$ cat src/rtl/gad_pkg.sv
`default_nettype none

package gad_pkg;

  localparam int NUM_PADS = 4;

  localparam int CFG_DATA_W = 16;
  localparam int CFG_IDX_W  = 3;

  localparam logic [14:0] LEFT_DZ_RST    = 15'd7849;
  localparam logic [14:0] RIGHT_DZ_RST   = 15'd8689;
  localparam logic [7:0]  TRIG_THR_RST   = 8'd30;
  localparam logic [15:0] STICK_STEP_RST = 16'd1024;
  localparam logic [7:0]  TRIG_STEP_RST  = 8'd4;

  typedef enum logic [CFG_IDX_W-1:0] {
    REG_LEFT_DZ    = 3'd0,
    REG_RIGHT_DZ   = 3'd1,
    REG_TRIG_THR   = 3'd2,
    REG_STICK_STEP = 3'd3,
    REG_TRIG_STEP  = 3'd4
  } reg_idx_t;

  typedef struct packed {
    logic [1:0]         pad_index;
    logic               read_ok;
    logic [31:0]        packet_number;
    logic [15:0]        button_bits;
    logic signed [15:0] left_x;
    logic signed [15:0] left_y;
    logic signed [15:0] right_x;
    logic signed [15:0] right_y;
    logic [7:0]         left_trigger;
    logic [7:0]         right_trigger;
  } poll_t;

  typedef struct packed {
    logic        activity;
    logic        state_changed;
    logic        connected;
    logic [15:0] reported_buttons;
  } result_t;

  typedef struct packed {
    logic [14:0] left_deadzone;
    logic [14:0] right_deadzone;
    logic [7:0]  trigger_threshold;
    logic [15:0] stick_step;
    logic [7:0]  trigger_step;
  } cfg_t;

  // Stored sample of one pad slot
  typedef struct packed {
    logic [31:0]        packet;
    logic [15:0]        buttons;
    logic signed [15:0] left_x;
    logic signed [15:0] left_y;
    logic signed [15:0] right_x;
    logic signed [15:0] right_y;
    logic [7:0]         left_trigger;
    logic [7:0]         right_trigger;
  } pad_rec_t;

  typedef struct packed {
    logic     hit;
    logic     valid;
    pad_rec_t rec;
  } lookup_t;

  typedef struct packed {
    logic     en;
    logic     clear;
    pad_rec_t rec;
  } store_wr_t;

  function automatic logic [16:0] mag16(input logic signed [15:0] v);
    logic signed [16:0] w;
    w = 17'(v);
    return (w < 0) ? 17'(-w) : 17'(w);
  endfunction

  function automatic logic axis_moved(input logic signed [15:0] now,
                                      input logic signed [15:0] prev,
                                      input logic [14:0] dz,
                                      input logic [15:0] step);
    logic signed [16:0] d;
    logic [16:0]        ad;
    d  = 17'(now) - 17'(prev);
    ad = (d < 0) ? 17'(-d) : 17'(d);
    return (ad >= {1'b0, step}) &&
           ((mag16(now) > {2'b0, dz}) || (mag16(prev) > {2'b0, dz}));
  endfunction

  function automatic logic trig_moved(input logic [7:0] now,
                                      input logic [7:0] prev,
                                      input logic [7:0] thr,
                                      input logic [7:0] step);
    logic [7:0] d;
    d = (now > prev) ? (now - prev) : (prev - now);
    return (d >= step) && ((now > thr) || (prev > thr));
  endfunction

endpackage

`default_nettype wire

$ cat src/rtl/gad_if.sv
`default_nettype none

interface gad_in_if;
  logic          valid;
  logic          ready;
  gad_pkg::poll_t item;

  modport source (output valid, output item, input ready);
  modport sink (input valid, input item, output ready);
endinterface

interface gad_out_if;
  logic            valid;
  logic            ready;
  gad_pkg::result_t item;

  modport source (output valid, output item, input ready);
  modport sink (input valid, input item, output ready);
endinterface

`default_nettype wire

$ cat src/rtl/gad_cfg_regs.sv
`default_nettype none

module gad_cfg_regs (
  input  wire logic                           clk,
  input  wire logic                           rst,
  input  wire logic                           cfg_we,
  input  wire logic [gad_pkg::CFG_IDX_W-1:0]  cfg_index,
  input  wire logic [gad_pkg::CFG_DATA_W-1:0] cfg_data,
  output gad_pkg::cfg_t                       cfg
);
  import gad_pkg::*;

  always_ff @(posedge clk) begin
    if (rst) begin
      cfg.left_deadzone     <= LEFT_DZ_RST;
      cfg.right_deadzone    <= RIGHT_DZ_RST;
      cfg.trigger_threshold <= TRIG_THR_RST;
      cfg.stick_step        <= STICK_STEP_RST;
      cfg.trigger_step      <= TRIG_STEP_RST;
    end else if (cfg_we) begin
      // keep the low bits; unknown indexes drop the write
      case (cfg_index)
        REG_LEFT_DZ:    cfg.left_deadzone     <= cfg_data[14:0];
        REG_RIGHT_DZ:   cfg.right_deadzone    <= cfg_data[14:0];
        REG_TRIG_THR:   cfg.trigger_threshold <= cfg_data[7:0];
        REG_STICK_STEP: cfg.stick_step        <= cfg_data[15:0];
        REG_TRIG_STEP:  cfg.trigger_step      <= cfg_data[7:0];
        default: ;
      endcase
    end
  end

endmodule

`default_nettype wire

$ cat src/rtl/gad_pad_store.sv
`default_nettype none

module gad_pad_store (
  input  wire logic       clk,
  input  wire logic       rst,
  input  wire logic [1:0] pad,
  input  wire gad_pkg::store_wr_t wr,
  output gad_pkg::lookup_t   lookup
);
  import gad_pkg::*;

  logic [NUM_PADS-1:0] valid;
  logic [NUM_PADS-1:0] sel;
  pad_rec_t            recs [NUM_PADS];

  always_comb begin
    lookup = '0;
    for (int i = 0; i < NUM_PADS; i++) begin
      sel[i] = (int'(pad) == i);
      if (sel[i]) begin
        lookup.hit   = 1'b1;
        lookup.valid = valid[i];
        lookup.rec   = recs[i];
      end
    end
  end

  always_ff @(posedge clk) begin
    if (rst) begin
      valid <= '0;
    end else if (wr.en) begin
      for (int i = 0; i < NUM_PADS; i++) begin
        if (sel[i]) valid[i] <= !wr.clear;
      end
    end
  end

  // sample contents only matter while the slot is valid
  always_ff @(posedge clk) begin
    if (wr.en && !wr.clear) begin
      for (int i = 0; i < NUM_PADS; i++) begin
        if (sel[i]) recs[i] <= wr.rec;
      end
    end
  end

  a_store_sets: assert property (@(posedge clk) disable iff (rst)
    wr.en && !wr.clear && lookup.hit |=> (valid & $past(sel)) != '0)
    else $error("stored sample did not mark slot valid");

  a_clear_drops: assert property (@(posedge clk) disable iff (rst)
    wr.en && wr.clear |=> (valid & $past(sel)) == '0)
    else $error("failed read did not clear slot");

endmodule

`default_nettype wire

$ cat src/rtl/gad_eval.sv
`default_nettype none

module gad_eval (
  input  wire gad_pkg::poll_t   poll,
  input  wire gad_pkg::lookup_t lookup,
  input  wire gad_pkg::cfg_t    cfg,
  output gad_pkg::result_t   res,
  output gad_pkg::store_wr_t wr
);
  import gad_pkg::*;

  logic new_press;
  logic stick_act;
  logic trig_act;
  logic fresh;

  always_comb begin
    new_press = (poll.button_bits & ~lookup.rec.buttons) != '0;
    stick_act =
      axis_moved(poll.left_x, lookup.rec.left_x, cfg.left_deadzone, cfg.stick_step) ||
      axis_moved(poll.left_y, lookup.rec.left_y, cfg.left_deadzone, cfg.stick_step) ||
      axis_moved(poll.right_x, lookup.rec.right_x, cfg.right_deadzone, cfg.stick_step) ||
      axis_moved(poll.right_y, lookup.rec.right_y, cfg.right_deadzone, cfg.stick_step);
    trig_act =
      trig_moved(poll.left_trigger, lookup.rec.left_trigger,
                 cfg.trigger_threshold, cfg.trigger_step) ||
      trig_moved(poll.right_trigger, lookup.rec.right_trigger,
                 cfg.trigger_threshold, cfg.trigger_step);

    fresh = !lookup.valid || (lookup.rec.packet != poll.packet_number);

    wr.rec.packet        = poll.packet_number;
    wr.rec.buttons       = poll.button_bits;
    wr.rec.left_x        = poll.left_x;
    wr.rec.left_y        = poll.left_y;
    wr.rec.right_x       = poll.right_x;
    wr.rec.right_y       = poll.right_y;
    wr.rec.left_trigger  = poll.left_trigger;
    wr.rec.right_trigger = poll.right_trigger;
    wr.clear             = !poll.read_ok;
    wr.en                = 1'b0;
    res                  = '0;

    if (lookup.hit) begin
      if (!poll.read_ok) begin
        wr.en             = lookup.valid;
        res.state_changed = lookup.valid;
      end else if (fresh) begin
        wr.en                = 1'b1;
        res.state_changed    = 1'b1;
        res.connected        = 1'b1;
        res.reported_buttons = poll.button_bits;
        res.activity         = lookup.valid && (new_press || stick_act || trig_act);
      end
    end
  end

endmodule

`default_nettype wire

$ cat src/rtl/gamepad_activity_detector.sv
// Gamepad activity detector.
// A poll word enters on the poll channel (valid/ready); exactly one result
// word leaves on the result channel for every poll, in order. The block keeps
// the last good sample and a valid bit for each pad slot and flags activity
// when a new packet shows a fresh button press, a stick move outside its
// deadzone or a trigger move above its threshold.
// A poll passes the input register, then one pass of compare logic into the
// result register.
// Throughput: one poll per cycle while results are taken, back to back, also
// on the same pad; the slot state is written at the same edge that loads the
// result register, so the next poll sees it.
// Stall: when the result is not taken, the input register fills and holds;
// poll.ready drops only when both registers are full.
// Reset (rst, synchronous): empties both registers, marks every slot empty
// and loads the register defaults. The user must write the registers (cfg_we,
// cfg_index, cfg_data) only while the block is idle; it is not enforced.
`default_nettype none

module gamepad_activity_detector (
  input  wire logic                           clk,
  input  wire logic                           rst,
  gad_in_if.sink                              poll,
  gad_out_if.source                           result,
  input  wire logic                           cfg_we,
  input  wire logic [gad_pkg::CFG_IDX_W-1:0]  cfg_index,
  input  wire logic [gad_pkg::CFG_DATA_W-1:0] cfg_data
);
  import gad_pkg::*;

  cfg_t      cfg;
  poll_t     in_q;
  logic      in_vld;
  result_t   out_q;
  logic      out_vld;
  logic      move;
  lookup_t   lookup;
  result_t   res;
  store_wr_t wr;
  store_wr_t wr_gated;

  assign move        = in_vld && (!out_vld || result.ready);
  assign poll.ready  = !in_vld || move;
  assign result.valid = out_vld;
  assign result.item  = out_q;

  gad_cfg_regs u_cfg (
    .clk       (clk),
    .rst       (rst),
    .cfg_we    (cfg_we),
    .cfg_index (cfg_index),
    .cfg_data  (cfg_data),
    .cfg       (cfg)
  );

  gad_pad_store u_store (
    .clk    (clk),
    .rst    (rst),
    .pad    (in_q.pad_index),
    .wr     (wr_gated),
    .lookup (lookup)
  );

  gad_eval u_eval (
    .poll   (in_q),
    .lookup (lookup),
    .cfg    (cfg),
    .res    (res),
    .wr     (wr)
  );

  always_comb begin
    wr_gated    = wr;
    wr_gated.en = wr.en && move;
  end

  always_ff @(posedge clk) begin
    if (rst) begin
      in_vld  <= 1'b0;
      out_vld <= 1'b0;
    end else begin
      if (poll.valid && poll.ready) in_vld <= 1'b1;
      else if (move)                in_vld <= 1'b0;
      if (move)              out_vld <= 1'b1;
      else if (result.ready) out_vld <= 1'b0;
    end
  end

  always_ff @(posedge clk) begin
    if (poll.valid && poll.ready) in_q <= poll.item;
    if (move) out_q <= res;
  end

  a_in_hold: assert property (@(posedge clk) disable iff (rst)
    in_vld && !move |=> in_vld && $stable(in_q))
    else $error("held poll word lost while result stalled");

  a_quiet_result: assert property (@(posedge clk) disable iff (rst)
    out_vld && !out_q.state_changed |->
      !out_q.connected && !out_q.activity && out_q.reported_buttons == '0)
    else $error("result fields set without a state change");

  a_write_moves: assert property (@(posedge clk) disable iff (rst)
    wr_gated.en |=> out_vld && out_q.state_changed)
    else $error("slot written without a changed result");

endmodule

`default_nettype wire
$ cat src/flat_wrapper.sv
// flat-port wrapper written by rule: the top's interface ports become plain ports
module gamepad_activity_detector_flat import gad_pkg::*;
  (clk, rst, cfg_we, cfg_index, cfg_data, poll_valid, poll_item, poll_ready, result_valid, result_item, result_ready);
  gad_in_if poll_i ();
  gad_out_if result_i ();
  input  wire logic clk;
  input  wire logic rst;
  input  wire logic cfg_we;
  input  wire logic [gad_pkg::CFG_IDX_W-1:0] cfg_index;
  input  wire logic [gad_pkg::CFG_DATA_W-1:0] cfg_data;
  input wire logic [$bits(poll_i.valid)-1:0] poll_valid;
  input wire logic [$bits(poll_i.item)-1:0] poll_item;
  output wire logic [$bits(poll_i.ready)-1:0] poll_ready;
  output wire logic [$bits(result_i.valid)-1:0] result_valid;
  output wire logic [$bits(result_i.item)-1:0] result_item;
  input wire logic [$bits(result_i.ready)-1:0] result_ready;
  assign poll_i.valid = poll_valid;
  assign poll_i.item = poll_item;
  assign poll_ready = poll_i.ready;
  assign result_valid = result_i.valid;
  assign result_item = result_i.item;
  assign result_i.ready = result_ready;
  gamepad_activity_detector u_core (.clk(clk), .rst(rst), .poll(poll_i), .result(result_i), .cfg_we(cfg_we), .cfg_index(cfg_index), .cfg_data(cfg_data));
endmodule
$ cat config.mk
export PLATFORM = sky130hd
export DESIGN_NAME = gamepad_activity_detector_flat
export DESIGN_NICKNAME = d
export VERILOG_FILES = /design/src/rtl/gad_pkg.sv /design/src/rtl/gad_if.sv /design/src/rtl/gad_cfg_regs.sv /design/src/rtl/gad_pad_store.sv /design/src/rtl/gad_eval.sv /design/src/rtl/gamepad_activity_detector.sv /design/src/flat_wrapper.sv
export SDC_FILE = /design/constraint.sdc
export NUM_CORES = 1
export LEC_CHECK = 0
export BUFFER_PORTS_ARGS = -buffer_cell sky130_fd_sc_hd__clkbuf_2
export CAP_MARGIN = 20
export CORE_MARGIN = 10
export CORE_UTILIZATION = 32
export CTS_BUF_LIST = sky130_fd_sc_hd__clkbuf_4
export DETAILED_ROUTE_END_ITERATION = 12
export GPL_TIMING_DRIVEN = 0
export PLACE_DENSITY_LB_ADDON = 0.12
export SLEW_MARGIN = 10
export SYNTH_ARGS = -nofsm -noshare
export SYNTH_HDL_FRONTEND = slang
export SYNTH_SLANG_ARGS = --single-unit
$ cat constraint.sdc
create_clock -name clk -period 8.5 [get_ports clk]
set_input_delay 0.85 -clock clk [delete_from_list [all_inputs] [get_ports clk]]
set_output_delay 0.85 -clock clk [all_outputs]
set_load 0.005 [all_outputs]
==> metrics.md, run 1 <==
| Metric | Value |
|---|---|
| Status | `complete, no violations` |
| Setup violations, final | `0` |
| DP Worst Slack | `-1.24 ns` |
| DPL Wire Length | `approximately 80 mm` |
| Clock skew | `0.0995 ns` |
| RSZ-0062 raised after global routing | `no` |
| Final Non-Filler Cells | `between 5000 and 6000` |
| Fmax | `approximately 130 MHz` |
| Total gr overflow | `0` |
| DRC | `0` |
| Most frequent cells in the layout | `edfxtp_1 (662), ha_1 (338), clkbuf_4 (299)` |
| Placer Congestion | `between 0.8 and 0.9` |
| Worst setup margin | `0.550 ns` |
| Synth Register Bits | `730` |
| Per-cell routed wire length | `between 20 and 25 microns` |
| FFs w/ async S/R, synth | `0%` |
| Nature of the critical path endpoint | `register` |
| Die Wd | `373 microns` |
| Final period utilization | `93.5%` |
| Synthesized Nets | `between 3000 and 4000` |
| CTS tree | `yes` |
| Die ar. | `approximately 140000 sq um` |
| Fin. Hold Viols | `0` |
| Setup TNS | `0 ns` |
| Starting Density | `approximately 32%` |
| NumNets Final | `around 4100` |
| EDFF count, synth | `around 660` |
| Comb power frac | `between 10% and 20%` |
| Post-synthesis cell count | `3109` |
| Detail Route Antenna Nets | `0` |
| CP arrival | `between 8 and 9 ns` |
| Via count normalized by instance count | `just under 5` |
| Synth Area per Inst | `~13 sq um` |
| Clock root cell | `clkbuf_4` |
| Final min period | `between 7 and 8 ns` |
| MaxCap Viol Count | `0` |
| Final Power | `around 9.0 mW` |
| Power density cells | `between 150 and 200 nW/um^2` |
| # rows | `~130` |
| Port bufs | `between 150 and 200` |
| P_sw | `2.59 mW` |
| Netlist Area Pre-Place | `39800 sq um` |
| P&R area growth vs syn | `18.5%` |
| Placed cells | `approximately 4900` |
| Sw Ratio | `between 20% and 30%` |
| Post-synth cell types | `between 90 and 100` |
| Share of layout cells above drive strength 1 | `about a fifth` |
| Max VDD drop | `138 uV` |
| Global-route total usage across every layer | `about 16%` |
| Leakage | `~18 nW` |
| P_int | `between 6 and 7 mW` |
| Num CTS Buffers | `200` |
| Final Max Slew Viols | `0` |
| H-tree levels | `4` |
| Critical path fanouts, max | `19` |
| Kind of critical path | `reg -> reg` |
| Die H | `373 microns` |
| Reg2Reg Setup Slack | `~0.55 ns` |
| CP startpoint kind | `register` |
| Maximum buffer depth of the clock tree | `3` |
| Clk sink count | `730` |
| Via count | `around 27000` |
| Worst Path Required | `9.43 ns` |
| Clk_lat worst skew | `about 1.2 ns` |
| I/O pin total | `between 150 and 200` |
| Largest net degree at the start of global routing | `a little over 80` |
| Initial DRT Pass Iterations | `7` |
| Post-DP Area | `approximately 43000 sq um` |
| Clock power frac | `35.7%` |
| Setup Fix Bufs, Post-CTS | `0` |
| Hold WC Path Type | `in -> reg` |
| Core area | `approximately 120000 sq um` |
| Sequential power share | `between 40 and 50%` |
| Vias in the first global route | `about 28000` |
| Final Cell Area | `47100 sq um` |
| Worst slew margin | `23.3%` |
| Register area share after synthesis | `a little over half` |
| Worst-Margin Slew | `between 1 and 1.5 ns` |
| Most common cell after layout, fill and taps aside | `edfxtp_1` |
| WL final | `around 110 mm` |
| Yosys warns | `0` |
| Initial antenna violation count | `4` |
| Worst-path clk slew | `around 0.060 ns` |
| Initial DRC Count | `~1500` |
| First-pass GRT wire length | `between 150 and 200 mm` |
| Post-synth top flop | `edfxtp_1` |
-- final timing paths --
path | from | endpoint | cells past startpoint
worst max-delay path | u_core.in_q[130]$_DFFE_PP_ | u_core.result.item[18]$_SDFFCE_PN0P_ | 27
worst min-delay path | cfg_index[0] | u_core.u_cfg.cfg[45]$_SDFFE_PP1P_ | 5
worst max register to register | u_core.in_q[130]$_DFFE_PP_ | u_core.result.item[18]$_SDFFCE_PN0P_ | 27
worst min register to register | u_core.u_cfg.cfg[5]$_SDFFE_PP0P_ | u_core.u_cfg.cfg[5]$_SDFFE_PP0P_ | 2
-- final cells by class --
class                           count  area, sq um
Timing Repair Buffer              333         2570
Sequential cell                   730        21200
Inverter                          228          886
Antenna cell                       13         32.5
Buffer                             79          464
Tap cell                         1637         2050
Clock buffer                      299         2240
Clock inverter                     62          397
Multi-Input combinational cell   2070        17200
Fill cell                       12200        76500
-- cells in the mapped netlist, types with 15 or more instances --
cell / number / area [sq um]
mux2i_1: 31 / 310
or2_2: 15 / 93.8
a21o_1: 65 / 488
o31ai_1: 23 / 173
inv_1: 222 / 833
o41ai_1: 16 / 140
a211o_1: 21 / 184
or3_1: 15 / 93.8
o21a_1: 24 / 180
a21oi_1: 178 / 891
edfxtp_1: 662 / 19900
nor2_1: 114 / 428
nor2b_1: 46 / 288
mux4_2: 109 / 2450
dfxtp_1: 68 / 1360
nor4_1: 25 / 156
nand2_1: 218 / 818
o21ai_0: 113 / 566
ha_1: 338 / 4230
xor2_1: 63 / 552
a31oi_1: 18 / 113
nand3_1: 50 / 250
nor3_1: 42 / 210
nand4_1: 43 / 269
nand2b_1: 32 / 200
and2_1: 25 / 156
clkbuf_1: 48 / 180
a211oi_1: 19 / 143
xnor2_1: 190 / 1660
-- state kept, by name (all words and copies together), names as in the netlist --
| signal | count |
|---|---|
| u_core.in_q | 131 |
| u_core.in_vld | 1 |
| u_core.result.item | 19 |
| u_core.result.valid | 1 |
| u_core.u_cfg.cfg | 62 |
| u_core.u_store.recs | 512 |
| u_core.u_store.valid | 4 |
-- kinds of logic (layout without fill, tap and decap cells) --
kind of cell | after synthesis | after routing | synth area share, %
flops | 730 | 730 | 53.4
mux | 155 | 155 | 7.38
buf+inv | 309 | 1001 | 3.33
other cells | 0 | 13 | 0
simple gates | 695 | 695 | 8.88
xor+xnor | 253 | 253 | 5.57
fa+ha+maj | 346 | 346 | 11.0
compound gates | 621 | 621 | 10.4
-- repair_timing --
action                                  4_1_cts  5_1_grt
endpoints found under the setup margin        1        1
endpoints found under the hold margin       195        0
resized for setup                             2        4
hold buffers                                151        0
pin swaps                                     0        0
-- routing by layer --
metal / up-vias / wire (microns) / track usage [%]
li1: 13000 / - / -
met4: 0 / 2380 / 5.11
met5: - / 0 / 0
met3: 136 / 5200 / 3.65
met2: 581 / 52900 / 25.8
met1: 13100 / 53300 / 22.1
-- power groups by stage --
stage	clock (mW)	sequential, mW	combinational, mW
2_1_floorplan	0	4.12	1.20
3_3_place_gp	0	4.18	1.64
3_5_place_dp	0	4.17	1.64
4_1_cts	3.36	4.09	1.71
5_1_grt	3.55	4.10	1.92
6_report	3.21	4.09	1.70
-- critical path, cell delays in order (launching register included) --
cell and delay [ns]:
edfxtp_1 0.44, buf_4 0.28, buf_4 0.29, buf_4 0.35, buf_4 0.36, buf_4 0.42, buf_2 0.39, mux4_2 0.39
ha_1 0.22, inv_1 0.09, fa_1 0.20, a21o_1 0.12, a21oi_1 0.07, nor2b_1 0.15, o21a_1 0.12, o21ai_0 0.08
a21oi_2 0.31, mux2_2 0.38, a221oi_1 0.48, o211ai_1 0.17, xnor2_1 0.19, ha_1 0.26, a2111oi_0 0.33, o21ai_0 0.16
a32o_1 0.30, a211oi_4 0.42, o41ai_2 0.25, o311a_1 0.43
-- per-stage QoR --
stage / util [%] / hold WS [ns]
3_5_place_dp: 34.7 / 0.447
4_1_cts: 38.1 / 0.00237
6_report: 38.1 / 0.151
3_3_place_gp: 34.5 / 0.442
2_1_floorplan: - / 0.436
5_1_grt: 38.1 / 0.0828
Note: power is estimated with default switching activity, not from simulation.
==> run 2: changes to the inputs <==
==> constraint.sdc (replaced) <==
create_clock -name clk -period 7.01 [get_ports clk]
set_input_delay 0.701 -clock clk [delete_from_list [all_inputs] [get_ports clk]]
set_output_delay 0.701 -clock clk [all_outputs]
set_load 0.005 [all_outputs]
==> run 2 against run 1 <==
Net effect: critical endpoint unchanged; wire length rose by 0.67%; sequential share of layout area fell by 0.55 points; clock skew fell by 0.0032 ns; highest routed layer unchanged; clock power rose by 21%; global-route usage rose by 0.098 points.
==> metrics.md, run 2 (synthesis gave the netlist of run 1 again) <==
| Metric | Value |
|---|---|
| Per-cell routed wire length | `20.9 microns (+0.20%)` |
| Via count normalized by instance count | `4.93 (about the same)` |
| Worst slew margin | `26.1% (+2.8 points)` |
| DRC | `0 (unchanged)` |
| Hold WC Path Type | `in -> reg` |
| Final Max Slew Viols | `0 (unchanged)` |
| Nature of the critical path endpoint | `register` |
| Final min period | `6.63 ns (-1.32 ns)` |
| Max stage delay on crit path | `0.44 ns (-0.04 ns)` |
| DPL Wire Length | `81.8 mm (unchanged)` |
| Reg2Reg Launch Point | `u_core.in_q[129]$_DFFE_PP_` |
| Clk sink count | `730 (unchanged)` |
| # rows | `129 (unchanged)` |
| Comb power frac | `19.4% (+0.5 points)` |
| Clock root cell | `clkbuf_4` |
| Clock skew | `0.0963 ns (-0.00318 ns)` |
| Worst-Margin Slew | `1.09 ns (-0.0408 ns)` |
| Clock power frac | `35.5% (-0.2 points)` |
| Initial DRC Count | `1469 (-3.6%)` |
| Maximum buffer depth of the clock tree | `3 (unchanged)` |
| WL final | `115 mm (+0.67%)` |
| Total gr overflow | `0 (unchanged)` |
| Num CTS Buffers | `200 (unchanged)` |
| Via count | `27000 (+0.50%)` |
| Power density cells | `230 nW/um^2 (+21%)` |
| Fin. Hold Viols | `0 (unchanged)` |
| Starting Density | `32.2% (unchanged)` |
| Register area | `21200 sq um (unchanged)` |
| Die H | `373 microns (unchanged)` |
| Initial antenna violation count | `4 (unchanged)` |
| Fillers | `12100 (-0.25%)` |
| Port bufs | `174 (unchanged)` |
| MaxCap Viol Count | `0 (unchanged)` |
| Die Wd | `373 microns (unchanged)` |
| H-tree levels | `4 (unchanged)` |
| Kind of critical path | `reg -> reg` |
| Detail Route Antenna Nets | `0 (unchanged)` |
| CTS tree | `yes` |
| Worst Path Buf+Inv | `9 (+2)` |
| Hold path start | `poll_item[49]` |
| Critical path origin | `u_core.in_q[129]$_DFFE_PP_` |
| Multi-input logic area | `17400 sq um (+1.0%)` |
| Max reg flops | `512 (unchanged)` |
| Die ar. | `139000 sq um (unchanged)` |
| Fin Hold WS | `0.202 ns (+0.0511 ns)` |
| Sequential power share | `45.1% (-0.3 points)` |
| Most frequent cells in the layout | `edfxtp_1 (662), ha_1 (336), clkbuf_4 (304)` |
| Vias in the first global route | `27700 (+0.15%)` |
| I/O pin total | `176 (unchanged)` |
| Worst-path clk slew | `0.06 ns (about the same)` |
| First-pass GRT wire length | `171 mm (+0.53%)` |
| Critical path fanouts, max | `10 (-9)` |
| P_sw | `3.17 mW (+22%)` |
| Sw Ratio | `28.9% (+0.096 points)` |
| Status | `complete, no violations` |
| Most common cell after layout, fill and taps aside | `edfxtp_1` |
| Worst Path Required | `7.94 ns (-1.49 ns)` |
| Setup violations, final | `0 (unchanged)` |
| Core area | `124000 sq um (unchanged)` |
| Leakage | `17.9 nW (+1.4%)` |
| CP startpoint kind | `register` |
| Max VDD drop | `166 uV (+20%)` |
| Share of layout cells above drive strength 1 | `20.0% (+1.1 points)` |
| Final period utilization | `94.5% (+0.99 points)` |
| CP arrival | `7.55 ns (-1.33 ns)` |
| Placer Congestion | `0.848 (unchanged)` |
| Biggest register | `u_core.u_store.recs` |
| Largest net degree at the start of global routing | `83 (unchanged)` |
| Slowest stage cell, crit path | `a211oi_4` |
| CP top delay family | `compound AO/OA/AOI/OAI gates` |
| Fmax | `151 MHz (+20%)` |
| Initial DRT Pass Iterations | `7 (unchanged)` |
| NumNets Final | `4171 (+0.68%)` |
| Core Util, Final | `38.6% (+0.47 points)` |
| Global-route total usage across every layer | `16.4% (+0.098 points)` |
| P&R area growth vs syn | `19.9%` |
| Largest regs | `u_core.u_store.recs: 512 flops, u_core.in_q: 131 flops, u_core.u_cfg.cfg: 62 flops` |
| P_int | `7.81 mW (+22%)` |
| Clk_lat worst skew | `1.22 ns (about the same)` |
run 2: cell types whose count changed in the layout (fill, tap and decap cells not counted), sizes merged:
cell         previous run  this run
diode                  13        11
buf                    41        61
dlygate4sd3           151       158
clkbuf                519       520
run 2: through the flow:
stage	area (sq um)	instances	setup slack [ns]	setup TNS (ns)	power (mW)
3_3_place_gp	42700	4920	-2.80	-1180.06	7.05
5_1_grt	47700	5476	-0.0448	-0.0448	11.7
6_report	47700	5477	0.384	0	11.0
2_1_floorplan	39800	3109	0.634	0	6.45
4_1_cts	47400	5454	0.0144	0	11.1
3_5_place_dp	42900	4928	-2.73	-2.73	7.04
run 2: power by group through the flow:
| stage | combinational, mW | clock, mW | sequential, mW |
|---|---|---|---|
| 2_1_floorplan | 1.45 | 0 | 5.00 |
| 3_3_place_gp | 1.98 | 0 | 5.07 |
| 5_1_grt | 2.40 | 4.31 | 4.97 |
| 3_5_place_dp | 1.99 | 0 | 5.05 |
| 6_report | 2.13 | 3.89 | 4.96 |
| 4_1_cts | 2.11 | 4.08 | 4.96 |
run 2: repair_timing:
item | 4_1_cts | 5_1_grt
endpoints found under the hold margin | 195 | 0
endpoints found under the setup margin | 1 | 1
hold buffers | 158 | 0
setup buffers | 7 | 16
gates resized for setup | 50 | 40
pin swaps | 3 | 9
gates cloned | 0 | 0
run 2: layout make-up:
cell class	count	share of cell area [%]
multi-input combinational	2070	36.5
buffer	77	1.32
timing repair buffer	363	5.90
tap	1637	4.30
antenna	11	0.0577
clock buffer	299	4.71
clock inverter	62	0.832
sequential	730	44.5
inverter	228	1.86
run 2: path summary, 6_finish.rpt:
kind              cells past startpoint  slack, ns                              endpoint
setup / recovery                     29       0.38  u_core.result.item[18]$_SDFFCE_PN0P_
hold / removal                        2       0.20             u_core.in_q[49]$_DFFE_PP_
setup reg to reg                     29       0.38  u_core.result.item[18]$_SDFFCE_PN0P_
hold reg to reg                       2       0.46      u_core.u_cfg.cfg[5]$_SDFFE_PP0P_
run 2: worst reg2reg max path: cells and delay by family, from the launching register on:
kind,cells,cell delay [ns]
AO/OA/AOI/OAI,13,2.94
buffers and inverters,9,1.30
adder cells (fa/ha/maj),3,0.78
multiplexers,2,0.70
flip-flops,1,0.38
XOR/XNOR,1,0.22
AND/OR/NAND/NOR,1,0.07
run 2: metal layers:
metal / part of all wire [%] / global-route usage, % / vias up / wire length, microns
met2: 47 / 26.2 / 608 / 53700
met4: 1.9 / 4.76 / 0 / 2190
met5: 0 / 0 / - / 0
met3: 4.7 / 3.72 / 130 / 5410
met1: 47 / 22.2 / 13100 / 53300
li1: - / - / 13100 / -
